$ cat src/assert_macros.svh
// Assertion macros shared by the RTL; defining ASSERT_OFF compiles them away.
`ifndef ASSERT_MACROS_SVH
`define ASSERT_MACROS_SVH
`ifndef ASSERT_OFF
// The consequent must hold in the same cycle as the antecedent.
`define ASSERT_IMPLY(label, clk, rst_n, ante, cons) \
	label: assert property (@(posedge clk) disable iff (!rst_n) (ante) |-> (cons)) \
		else $error("assertion failed");
// The consequent must hold in the cycle after the antecedent.
`define ASSERT_NEXT(label, clk, rst_n, ante, cons) \
	label: assert property (@(posedge clk) disable iff (!rst_n) (ante) |=> (cons)) \
		else $error("assertion failed");
`else
`define ASSERT_IMPLY(label, clk, rst_n, ante, cons)
`define ASSERT_NEXT(label, clk, rst_n, ante, cons)
`endif
`endif

$ cat src/bca_pkg.sv
// Types and constants of the block chain allocator.
`timescale 1ns / 1ps
package bca_pkg;
	localparam int FILE_COUNT  = 16;
	localparam int BLOCK_COUNT = 128;
	localparam int BLOCK_BYTES = 512;
	localparam int FILE_W      = 4;
	localparam int BLK_W       = 7;
	localparam int OFF_W       = 9;
	localparam int SIZE_W      = 17;
	localparam int POS_W       = 16;
	localparam int STAT_W      = 3;
	localparam int FUNC_W      = 2;
	// File scan cursor and block scan cursor can both reach the table depth.
	localparam int FSCAN_W     = FILE_W + 1;
	localparam int BSCAN_W     = BLK_W + 1;

	typedef enum logic [FUNC_W-1:0] {
		FN_ALLOC     = 2'd0,
		FN_SET_SIZE  = 2'd1,
		FN_TRANSLATE = 2'd2
	} func_t;

	typedef enum logic [STAT_W-1:0] {
		ST_OK       = 3'd0,
		ST_NO_FILE  = 3'd1,
		ST_NO_BLOCK = 3'd2,
		ST_UNALLOC  = 3'd3,
		ST_BEYOND   = 3'd4
	} status_t;

	// One entry of the link memory: end-of-chain flag or the next block.
	typedef struct packed {
		logic             last;
		logic [BLK_W-1:0] next;
	} link_t;

	typedef enum logic [3:0] {
		S_IDLE,
		S_FSCAN,
		S_BSCAN,
		S_GROW_RD,
		S_GROW_CHK,
		S_GROW_LINK,
		S_GROW_END,
		S_FREE_RD,
		S_FREE_CHK,
		S_WALK_RD,
		S_WALK_CHK,
		S_DONE
	} state_t;
endpackage

$ cat src/bca_ram.sv
// Generic single-write, single-read RAM with a registered read port.
`timescale 1ns / 1ps
module bca_ram #(
	parameter int WIDTH = 8,
	parameter int DEPTH = 128
) (
	input  logic                     clk,
	input  logic                     we,
	input  logic [$clog2(DEPTH)-1:0] waddr,
	input  logic [WIDTH-1:0]         wdata,
	input  logic [$clog2(DEPTH)-1:0] raddr,
	output logic [WIDTH-1:0]         rdata
);
	logic [WIDTH-1:0] mem_q [DEPTH];
	logic [WIDTH-1:0] rdata_q;

	always_ff @(posedge clk) begin
		if (we) begin
			mem_q[waddr] <= wdata;
		end
		rdata_q <= mem_q[raddr];
	end

	assign rdata = rdata_q;
endmodule

$ cat src/block_chain_allocator.sv
// Top level of the block chain allocator: sequencer, tables and result register.
`timescale 1ns / 1ps
`include "assert_macros.svh"
// The block keeps sixteen file entries and a chain table of 128 blocks of 512 bytes, and
// takes one command item at a time: allocate, set size or translate; the spare code is a
// no-op. All work goes through a single sequencer around one link memory port (one read
// and one write per cycle, registered read data) and one block scan cursor that tests one
// free bit a cycle. Every item is accepted in idle and ends in the result stage. Allocate
// tests one file entry a cycle until it finds a free one or every entry is taken, then one
// block a cycle until it finds a free one or none is left. Set size walks the chain one
// link at a time, adds blocks found by the block scan, which only moves forward within an
// item, and on truncation frees the blocks past the new end one by one. Translate walks
// one link for each block index of the position. A result goes into an output register
// and the block returns to idle once that register is free; cmd_stall is high from
// acceptance until then. The tables come out of reset all free and all unallocated at
// once, as the free map and the file valid bits are flip-flops, so no clearing pass is
// needed.
module block_chain_allocator (
	input  logic                         clk,
	input  logic                         arst_n,
	input  logic                         cmd_valid,
	output logic                         cmd_stall,
	input  logic [bca_pkg::FUNC_W-1:0]   func,
	input  logic [bca_pkg::FILE_W-1:0]   file_id,
	input  logic [bca_pkg::SIZE_W-1:0]   size_bytes,
	input  logic [bca_pkg::POS_W-1:0]    byte_pos,
	output logic                         res_valid,
	input  logic                         res_stall,
	output logic [bca_pkg::STAT_W-1:0]   status,
	output logic [bca_pkg::FILE_W-1:0]   file_index,
	output logic [bca_pkg::BLK_W-1:0]    block_number,
	output logic [bca_pkg::OFF_W-1:0]    block_offset
);
	localparam int WANT_W = bca_pkg::SIZE_W - bca_pkg::OFF_W + 1;

	bca_pkg::state_t  state_q, state_d;

	// Latched command.
	bca_pkg::func_t              func_q;
	logic [bca_pkg::BSCAN_W-1:0] target_q;
	logic [bca_pkg::OFF_W-1:0]   off_q;

	// Working registers.
	logic [bca_pkg::BLK_W-1:0]   bn_q, bn_d;
	logic [bca_pkg::BLK_W-1:0]   nxt_q, nxt_d;
	logic [bca_pkg::BSCAN_W-1:0] cnt_q, cnt_d;
	logic [bca_pkg::BSCAN_W-1:0] scan_q, scan_d;
	logic [bca_pkg::FSCAN_W-1:0] fscan_q, fscan_d;
	bca_pkg::status_t            stat_q, stat_d;

	// File table and free map.
	logic [bca_pkg::BLK_W-1:0]       fb_q [bca_pkg::FILE_COUNT];
	logic [bca_pkg::FILE_COUNT-1:0]  fb_valid_q;
	logic [bca_pkg::BLOCK_COUNT-1:0] free_q;

	// Result register.
	logic                        res_valid_q;
	logic [bca_pkg::STAT_W-1:0]  res_status_q;
	logic [bca_pkg::FILE_W-1:0]  res_file_index_q;
	logic [bca_pkg::BLK_W-1:0]   res_block_number_q;
	logic [bca_pkg::OFF_W-1:0]   res_block_offset_q;

	// Sequencer strobes.
	logic                      accept;
	logic                      res_load;
	logic                      scan_hit;
	logic                      alloc_hit;
	logic                      fb_we;
	logic                      free_clr;
	logic                      free_set;
	logic [bca_pkg::BLK_W-1:0] free_idx;
	logic                      ram_we;
	logic [bca_pkg::BLK_W-1:0] ram_waddr;
	bca_pkg::link_t            ram_wdata;
	logic [bca_pkg::BLK_W-1:0] ram_raddr;
	bca_pkg::link_t            ram_rdata;
	logic [$bits(bca_pkg::link_t)-1:0] ram_rdata_raw;

	// Block count needed for the requested size, rounded up and limited to the table.
	logic [bca_pkg::SIZE_W:0]    size_sum;
	logic [WANT_W-1:0]           want_full;
	logic [bca_pkg::BSCAN_W-1:0] want;

	assign size_sum  = {1'b0, size_bytes} + (bca_pkg::SIZE_W+1)'(bca_pkg::BLOCK_BYTES - 1);
	assign want_full = size_sum[bca_pkg::SIZE_W:bca_pkg::OFF_W];
	assign want      = (want_full > WANT_W'(bca_pkg::BLOCK_COUNT)) ?
		bca_pkg::BSCAN_W'(bca_pkg::BLOCK_COUNT) : want_full[bca_pkg::BSCAN_W-1:0];

	assign accept   = cmd_valid && !cmd_stall;
	assign cmd_stall = (state_q != bca_pkg::S_IDLE);
	assign res_load = (state_q == bca_pkg::S_DONE) && (!res_valid_q || !res_stall);

	// The scan cursor points past the table once every block has been tested.
	assign scan_hit = (scan_q != bca_pkg::BSCAN_W'(bca_pkg::BLOCK_COUNT)) &&
		free_q[scan_q[bca_pkg::BLK_W-1:0]];
	// An allocate that has found both a file entry and a free block.
	assign alloc_hit = (state_q == bca_pkg::S_BSCAN) && (func_q == bca_pkg::FN_ALLOC) &&
		scan_hit;

	assign ram_rdata = bca_pkg::link_t'(ram_rdata_raw);

	bca_ram #(
		.WIDTH ($bits(bca_pkg::link_t)),
		.DEPTH (bca_pkg::BLOCK_COUNT)
	) u_link_ram (
		.clk   (clk),
		.we    (ram_we),
		.waddr (ram_waddr),
		.wdata (ram_wdata),
		.raddr (ram_raddr),
		.rdata (ram_rdata_raw)
	);

	always_ff @(posedge clk or negedge arst_n) begin
		if (!arst_n) begin
			state_q <= bca_pkg::S_IDLE;
		end else begin
			state_q <= state_d;
		end
	end

	// Next state, working register updates and table strobes.
	always_comb begin
		state_d   = state_q;
		bn_d      = bn_q;
		nxt_d     = nxt_q;
		cnt_d     = cnt_q;
		scan_d    = scan_q;
		fscan_d   = fscan_q;
		stat_d    = stat_q;
		fb_we     = 1'b0;
		free_clr  = 1'b0;
		free_set  = 1'b0;
		free_idx  = scan_q[bca_pkg::BLK_W-1:0];
		ram_we    = 1'b0;
		ram_waddr = bn_q;
		ram_wdata = '{last: 1'b1, next: '0};
		ram_raddr = bn_q;

		unique case (state_q)
			bca_pkg::S_IDLE: begin
				if (accept) begin
					bn_d    = fb_q[file_id];
					cnt_d   = '0;
					scan_d  = '0;
					fscan_d = '0;
					stat_d  = bca_pkg::ST_OK;
					case (bca_pkg::func_t'(func))
						bca_pkg::FN_ALLOC: begin
							state_d = bca_pkg::S_FSCAN;
						end
						bca_pkg::FN_SET_SIZE: begin
							if (!fb_valid_q[file_id]) begin
								stat_d  = bca_pkg::ST_UNALLOC;
								state_d = bca_pkg::S_DONE;
							end else begin
								cnt_d   = bca_pkg::BSCAN_W'(1);
								state_d = bca_pkg::S_GROW_RD;
							end
						end
						bca_pkg::FN_TRANSLATE: begin
							if (!fb_valid_q[file_id]) begin
								stat_d  = bca_pkg::ST_UNALLOC;
								state_d = bca_pkg::S_DONE;
							end else if (byte_pos[bca_pkg::POS_W-1:bca_pkg::OFF_W] == '0) begin
								state_d = bca_pkg::S_DONE;
							end else begin
								state_d = bca_pkg::S_WALK_RD;
							end
						end
						default: begin
							state_d = bca_pkg::S_DONE;
						end
					endcase
				end
			end
			bca_pkg::S_FSCAN: begin
				if (fscan_q == bca_pkg::FSCAN_W'(bca_pkg::FILE_COUNT)) begin
					stat_d  = bca_pkg::ST_NO_FILE;
					state_d = bca_pkg::S_DONE;
				end else if (!fb_valid_q[fscan_q[bca_pkg::FILE_W-1:0]]) begin
					state_d = bca_pkg::S_BSCAN;
				end else begin
					fscan_d = fscan_q + bca_pkg::FSCAN_W'(1);
				end
			end
			bca_pkg::S_BSCAN: begin
				if (scan_q == bca_pkg::BSCAN_W'(bca_pkg::BLOCK_COUNT)) begin
					stat_d  = bca_pkg::ST_NO_BLOCK;
					state_d = bca_pkg::S_DONE;
				end else if (!scan_hit) begin
					scan_d = scan_q + bca_pkg::BSCAN_W'(1);
				end else if (func_q == bca_pkg::FN_ALLOC) begin
					fb_we     = 1'b1;
					free_clr  = 1'b1;
					ram_we    = 1'b1;
					ram_waddr = scan_q[bca_pkg::BLK_W-1:0];
					bn_d      = scan_q[bca_pkg::BLK_W-1:0];
					state_d   = bca_pkg::S_DONE;
				end else begin
					state_d = bca_pkg::S_GROW_LINK;
				end
			end
			bca_pkg::S_GROW_RD: begin
				state_d = bca_pkg::S_GROW_CHK;
			end
			bca_pkg::S_GROW_CHK: begin
				if (cnt_q >= target_q) begin
					// Chain is long enough: cut it here and free the rest.
					ram_we = 1'b1;
					if (!ram_rdata.last) begin
						nxt_d   = ram_rdata.next;
						state_d = bca_pkg::S_FREE_RD;
					end else begin
						state_d = bca_pkg::S_DONE;
					end
				end else if (!ram_rdata.last) begin
					bn_d    = ram_rdata.next;
					cnt_d   = cnt_q + bca_pkg::BSCAN_W'(1);
					state_d = bca_pkg::S_GROW_RD;
				end else begin
					state_d = bca_pkg::S_BSCAN;
				end
			end
			bca_pkg::S_GROW_LINK: begin
				free_clr  = 1'b1;
				ram_we    = 1'b1;
				ram_wdata = '{last: 1'b0, next: scan_q[bca_pkg::BLK_W-1:0]};
				state_d   = bca_pkg::S_GROW_END;
			end
			bca_pkg::S_GROW_END: begin
				ram_we    = 1'b1;
				ram_waddr = scan_q[bca_pkg::BLK_W-1:0];
				bn_d      = scan_q[bca_pkg::BLK_W-1:0];
				cnt_d     = cnt_q + bca_pkg::BSCAN_W'(1);
				state_d   = bca_pkg::S_GROW_RD;
			end
			bca_pkg::S_FREE_RD: begin
				ram_raddr = nxt_q;
				state_d   = bca_pkg::S_FREE_CHK;
			end
			bca_pkg::S_FREE_CHK: begin
				free_set = 1'b1;
				free_idx = nxt_q;
				if (!ram_rdata.last) begin
					nxt_d   = ram_rdata.next;
					state_d = bca_pkg::S_FREE_RD;
				end else begin
					state_d = bca_pkg::S_DONE;
				end
			end
			bca_pkg::S_WALK_RD: begin
				state_d = bca_pkg::S_WALK_CHK;
			end
			bca_pkg::S_WALK_CHK: begin
				if (ram_rdata.last) begin
					stat_d  = bca_pkg::ST_BEYOND;
					state_d = bca_pkg::S_DONE;
				end else begin
					bn_d  = ram_rdata.next;
					cnt_d = cnt_q + bca_pkg::BSCAN_W'(1);
					if (cnt_q + bca_pkg::BSCAN_W'(1) == target_q) begin
						state_d = bca_pkg::S_DONE;
					end else begin
						state_d = bca_pkg::S_WALK_RD;
					end
				end
			end
			bca_pkg::S_DONE: begin
				if (res_load) begin
					state_d = bca_pkg::S_IDLE;
				end
			end
			default: begin
				state_d = bca_pkg::S_IDLE;
			end
		endcase
	end

	// Working registers and the latched command carry no reset.
	always_ff @(posedge clk) begin
		bn_q    <= bn_d;
		nxt_q   <= nxt_d;
		cnt_q   <= cnt_d;
		scan_q  <= scan_d;
		fscan_q <= fscan_d;
		stat_q  <= stat_d;
		if (accept) begin
			func_q <= bca_pkg::func_t'(func);
			off_q  <= byte_pos[bca_pkg::OFF_W-1:0];
			if (bca_pkg::func_t'(func) == bca_pkg::FN_TRANSLATE) begin
				target_q <= {1'b0, byte_pos[bca_pkg::POS_W-1:bca_pkg::OFF_W]};
			end else begin
				target_q <= want;
			end
		end
		if (fb_we) begin
			fb_q[fscan_q[bca_pkg::FILE_W-1:0]] <= scan_q[bca_pkg::BLK_W-1:0];
		end
	end

	// The file valid bits and the free map are the reset state of the tables.
	always_ff @(posedge clk or negedge arst_n) begin
		if (!arst_n) begin
			fb_valid_q <= '0;
			free_q     <= '1;
		end else begin
			if (fb_we) begin
				fb_valid_q[fscan_q[bca_pkg::FILE_W-1:0]] <= 1'b1;
			end
			if (free_clr) begin
				free_q[free_idx] <= 1'b0;
			end
			if (free_set) begin
				free_q[free_idx] <= 1'b1;
			end
		end
	end

	// Result register: fields without meaning for the operation are zero.
	always_ff @(posedge clk or negedge arst_n) begin
		if (!arst_n) begin
			res_valid_q <= 1'b0;
		end else if (res_load) begin
			res_valid_q <= 1'b1;
		end else if (!res_stall) begin
			res_valid_q <= 1'b0;
		end
	end

	always_ff @(posedge clk) begin
		if (res_load) begin
			res_status_q       <= stat_q;
			res_file_index_q   <= '0;
			res_block_number_q <= '0;
			res_block_offset_q <= '0;
			if (stat_q == bca_pkg::ST_OK) begin
				if (func_q == bca_pkg::FN_ALLOC) begin
					res_file_index_q   <= fscan_q[bca_pkg::FILE_W-1:0];
					res_block_number_q <= bn_q;
				end else if (func_q == bca_pkg::FN_TRANSLATE) begin
					res_block_number_q <= bn_q;
					res_block_offset_q <= off_q;
				end
			end
		end
	end

	assign res_valid    = res_valid_q;
	assign status       = res_status_q;
	assign file_index   = res_file_index_q;
	assign block_number = res_block_number_q;
	assign block_offset = res_block_offset_q;

	// A finished item reaches the output register and the sequencer returns to idle.
	`ASSERT_NEXT(a_result_loaded, clk, arst_n, res_load, res_valid_q && state_q == bca_pkg::S_IDLE)
	// A successful allocate claims exactly one more file entry.
	`ASSERT_NEXT(a_alloc_claims, clk, arst_n, alloc_hit, $countones(fb_valid_q) == $countones($past(fb_valid_q)) + 1)
	// A position past the chain reports no block and no offset.
	`ASSERT_IMPLY(a_beyond_zero, clk, arst_n, res_valid_q && res_status_q == bca_pkg::ST_BEYOND, res_block_number_q == '0 && res_block_offset_q == '0)
endmodule

$ cat config.mk
export PLATFORM = sky130hd
export DESIGN_NAME = block_chain_allocator
export DESIGN_NICKNAME = d
export VERILOG_FILES = /design/src/bca_pkg.sv /design/src/bca_ram.sv /design/src/block_chain_allocator.sv
export VERILOG_INCLUDE_DIRS = /design/src /design/src/src
export SDC_FILE = /design/constraint.sdc
export NUM_CORES = 2
export LEC_CHECK = 0
export BUFFER_PORTS_ARGS = -buffer_cell sky130_fd_sc_hd__buf_4
export CORE_MARGIN = 4
export CORE_UTILIZATION = 50
export CTS_CLUSTER_DIAMETER = 50
export CTS_CLUSTER_SIZE = 25
export DETAILED_ROUTE_END_ITERATION = 10
export GPL_TIMING_DRIVEN = 0
export PLACE_DENSITY_LB_ADDON = 0.12
export SLEW_MARGIN = 20
export SYNTH_ARGS = -nofsm -noshare
export SYNTH_HDL_FRONTEND = slang
export SYNTH_SLANG_ARGS = --single-unit
$ cat constraint.sdc
create_clock -name clk -period 7.1 [get_ports clk]
set_input_delay 2.13 -clock clk [delete_from_list [all_inputs] [get_ports clk]]
set_output_delay 2.13 -clock clk [all_outputs]
set_load 0.05 [all_outputs]
==> impl_metrics.env <==
export IMPL_gp_congestion=0.970
export IMPL_synth_ff_latch_count=1373
export IMPL_start_util=0.506
export IMPL_crit_required_ns=7.46
export IMPL_drt_iter0_drc=4026
export IMPL_drc_errors=0
export IMPL_end_kind="flop"
export IMPL_ios=68
export IMPL_area_growth_pct=14.5
export IMPL_timing_slew_headroom=0.204
export IMPL_setup_violations=0
export IMPL_cts_sinks=1373
export IMPL_hold_class="flop to flop"
export IMPL_p_leak_uw=0.0209
export IMPL_first_pass_iters=9
export IMPL_die_x_um=346
export IMPL_hold_viol=0
export IMPL_synth_top_cell_by_area="edfxtp_1"
export IMPL_num_vias=32872
export IMPL_synthMuxAreaShare=0.133
export IMPL_post_cts_setup_buffers=0
export IMPL_synth_common_cells="edfxtp_1, mux4_2, nand2_1"
export IMPL_wl_um=155000
export IMPL_synth_top_family_by_area="multiplexers"
export IMPL_grt_pass1_wl_um=226000
export IMPL_viasPerCell=6.40
export IMPL_numCtsBuffers=133
export IMPL_grt_pass1_vias=33129
export IMPL_antenna_left=0
export IMPL_drive_above_1_share=0.296
export IMPL_synth_simple_area_share=0.0713
export IMPL_cp_data_arrival_time_ns=6.33
export IMPL_dp_hpwl_um=106000
export IMPL_ir_drop_v=0.000226
export IMPL_mappedNetlistArea_mm2=0.0572
export IMPL_maxCapViolCount=0
export IMPL_synth_seq_area_share=0.709
export IMPL_antenna_found_initial=2
export IMPL_globalRouteOverflowTotal=0
export IMPL_nets=3589
export IMPL_tightest_slew_ns=1.19
export IMPL_crit_start="scan_q[0]"
export IMPL_fmax_mhz=167
export IMPL_fin_skew_ns=0.0384
export IMPL_synth_most_common_cell="edfxtp_1"
export IMPL_wl_per_cell_um=30.1
export IMPL_fin_cells=5140
export IMPL_post_route_period_util=0.841
export IMPL_synth_edf_count=1216
export IMPL_setup_worst_path_start_class="flop"
export IMPL_core_mm2=0.113
export IMPL_power_density_mw_per_mm2=389
export IMPL_holdWs_ns=0.473
export IMPL_tns_ns=0
export IMPL_yosys_warnings=0
export IMPL_p_total_uw=25500
export IMPL_synthArstFlopShare=0.109
export IMPL_grt_max_degree=104
export IMPL_rows=123
export IMPL_fillers=8374
export IMPL_finalMaxSlewViolations=0
export IMPL_synth_top_area_share=0.638
export IMPL_dp_cells=4893
export IMPL_die_area_mm2=0.120
export IMPL_synthAdderAreaFrac=0.00394
export IMPL_hp_start="stat_q[1]"
export IMPL_synthTopCellsByArea="edfxtp_1, mux4_2, dfstp_2, nand2_1, a22o_1"
export IMPL_worst_setup_path_type="flop to flop"
export IMPL_rr_startpoint="scan_q[0]"
export IMPL_synth_ff_type="edfxtp_1"
export IMPL_clockRootBuffer="clkbuf_16"
export IMPL_avgSynthCellArea_um2=17.5
export IMPL_outcome="finished, final reports clean"
export IMPL_cts_resized=0
export IMPL_cts_buffer_depth=3
export IMPL_hold_buffers=0
export IMPL_track_usage=0.257
export IMPL_synth_xor_xnor_area_share=0.00413
export IMPL_htreeDepth=4
export IMPL_fp_dieH_um=346
export IMPL_postSynthCellCount=3278
export IMPL_synth_distinct_cells=85
export IMPL_rsz0062_at_grt="false"
export IMPL_clk_pin_slew_ns=0.07
export IMPL_clock_latency_ns=0.76
export IMPL_synth_nets=3339
export IMPL_synth_compound_area_frac=0.0582
export IMPL_cts_tree="built"
export IMPL_cp_max_fo=18
export IMPL_layout_min_cycle_time_ns=5.97
export IMPL_port_buffers=63
-- metrics by stage --
step | setup WS, ns | utilization | cell area (um^2)
2_1_floorplan | 0.575 | - | 57200
3_3_place_gp | -10.82 | 0.527 | 59600
3_5_place_dp | 0.932 | 0.538 | 60900
4_1_cts | 0.889 | 0.578 | 65400
5_1_grt | 0.795 | 0.579 | 65500
6_report | 1.13 | 0.579 | 65500
-- metal layers --
layer,up-vias,global-route usage,wire (um)
met4,3,0.0841,5250
met1,17290,0.365,63600
met3,312,0.0596,13200
met2,1514,0.400,72600
li1,13753,-,-
met5,-,0,35
-- cells by family after synthesis --
| family | Yosys count |
|---|---|
| AND/OR/NAND/NOR | 782 |
| buffers and inverters | 249 |
| XOR/XNOR | 27 |
| flip-flops | 1373 |
| AO/OA/AOI/OAI | 476 |
| adder cells (fa/ha/maj) | 18 |
| multiplexers | 353 |
-- where the power goes --
part / internal [uW] / switching (uW) / leakage (uW)
registers: 9470 / 296 / 0.0127
logic: 2700 / 5720 / 0.00605
clock network: 4060 / 3240 / 0.00221
-- sequential cells by signal, indices dropped and copies added, names as in the netlist, 5 cells and up, named ones only --
| register | count |
|---|---|
| fscan_q | 5 |
| target_q | 8 |
| block_offset | 9 |
| fb_valid_q | 16 |
| scan_q | 8 |
| off_q | 9 |
| u_link_ram.rdata | 8 |
| block_number | 7 |
| bn_q | 7 |
| nxt_q | 7 |
| fb_q | 112 |
| u_link_ram.mem_q | 1024 |
| cnt_q | 8 |
| free_q | 127 |
-- critical path, stage by stage, from the launching register on --
cell and delay, ns:
edfxtp_1 0.74, buf_6 0.25, buf_8 0.20, buf_6 0.22, clkinv_1 0.40, nand3_1 0.18, o2111ai_1 0.12, o31ai_1 0.74
o22a_2 0.33, nor4_1 0.10, a221oi_2 0.33, buf_2 0.53, o21ai_1 0.48, nor3_2 0.90
-- final timing paths --
| check | slack (ns) | depth (start not counted) | endpoint |
|---|---|---|---|
| min in group asynchronous | 1.55 | 1 | free_q[47] |
| hold reg to reg | 0.47 | 0 | status[1] |
| max in group asynchronous | 5.00 | 2 | free_q[121] |
| hold / removal | 0.47 | 0 | status[1] |
| setup reg to reg | 1.13 | 13 | u_link_ram.mem_q[13][2] |
| setup / recovery | 1.13 | 13 | u_link_ram.mem_q[13][2] |
-- cell type report --
type                       count  area [um^2]  share of cell area
sequential                  1373        40600               0.619
multi-input combinational   1656        16000               0.245
clock buffer                 152         3530              0.0539
tap                         1500         1880              0.0287
timing repair buffer         115         1300              0.0199
clock inverter                93         1030              0.0158
buffer                       216         1020              0.0156
inverter                      33          124             0.00189
antenna                        2         5.00           0.0000764
-- layout by cell type (no fill, tap or decap), types with 73 or more instances in the layout --
cell type	n
mux4_2	327
clkbuf_1	123
clkbuf_16	139
nor3_2	92
edfxtp_1	1216
and2_1	78
dfstp_2	128
buf_2	74
a211oi_1	73
nor2_1	91
o21ai_0	110
nand2_1	286
buf_4	98
a22o_1	84
Note: power is estimated with default switching activity, not from simulation.
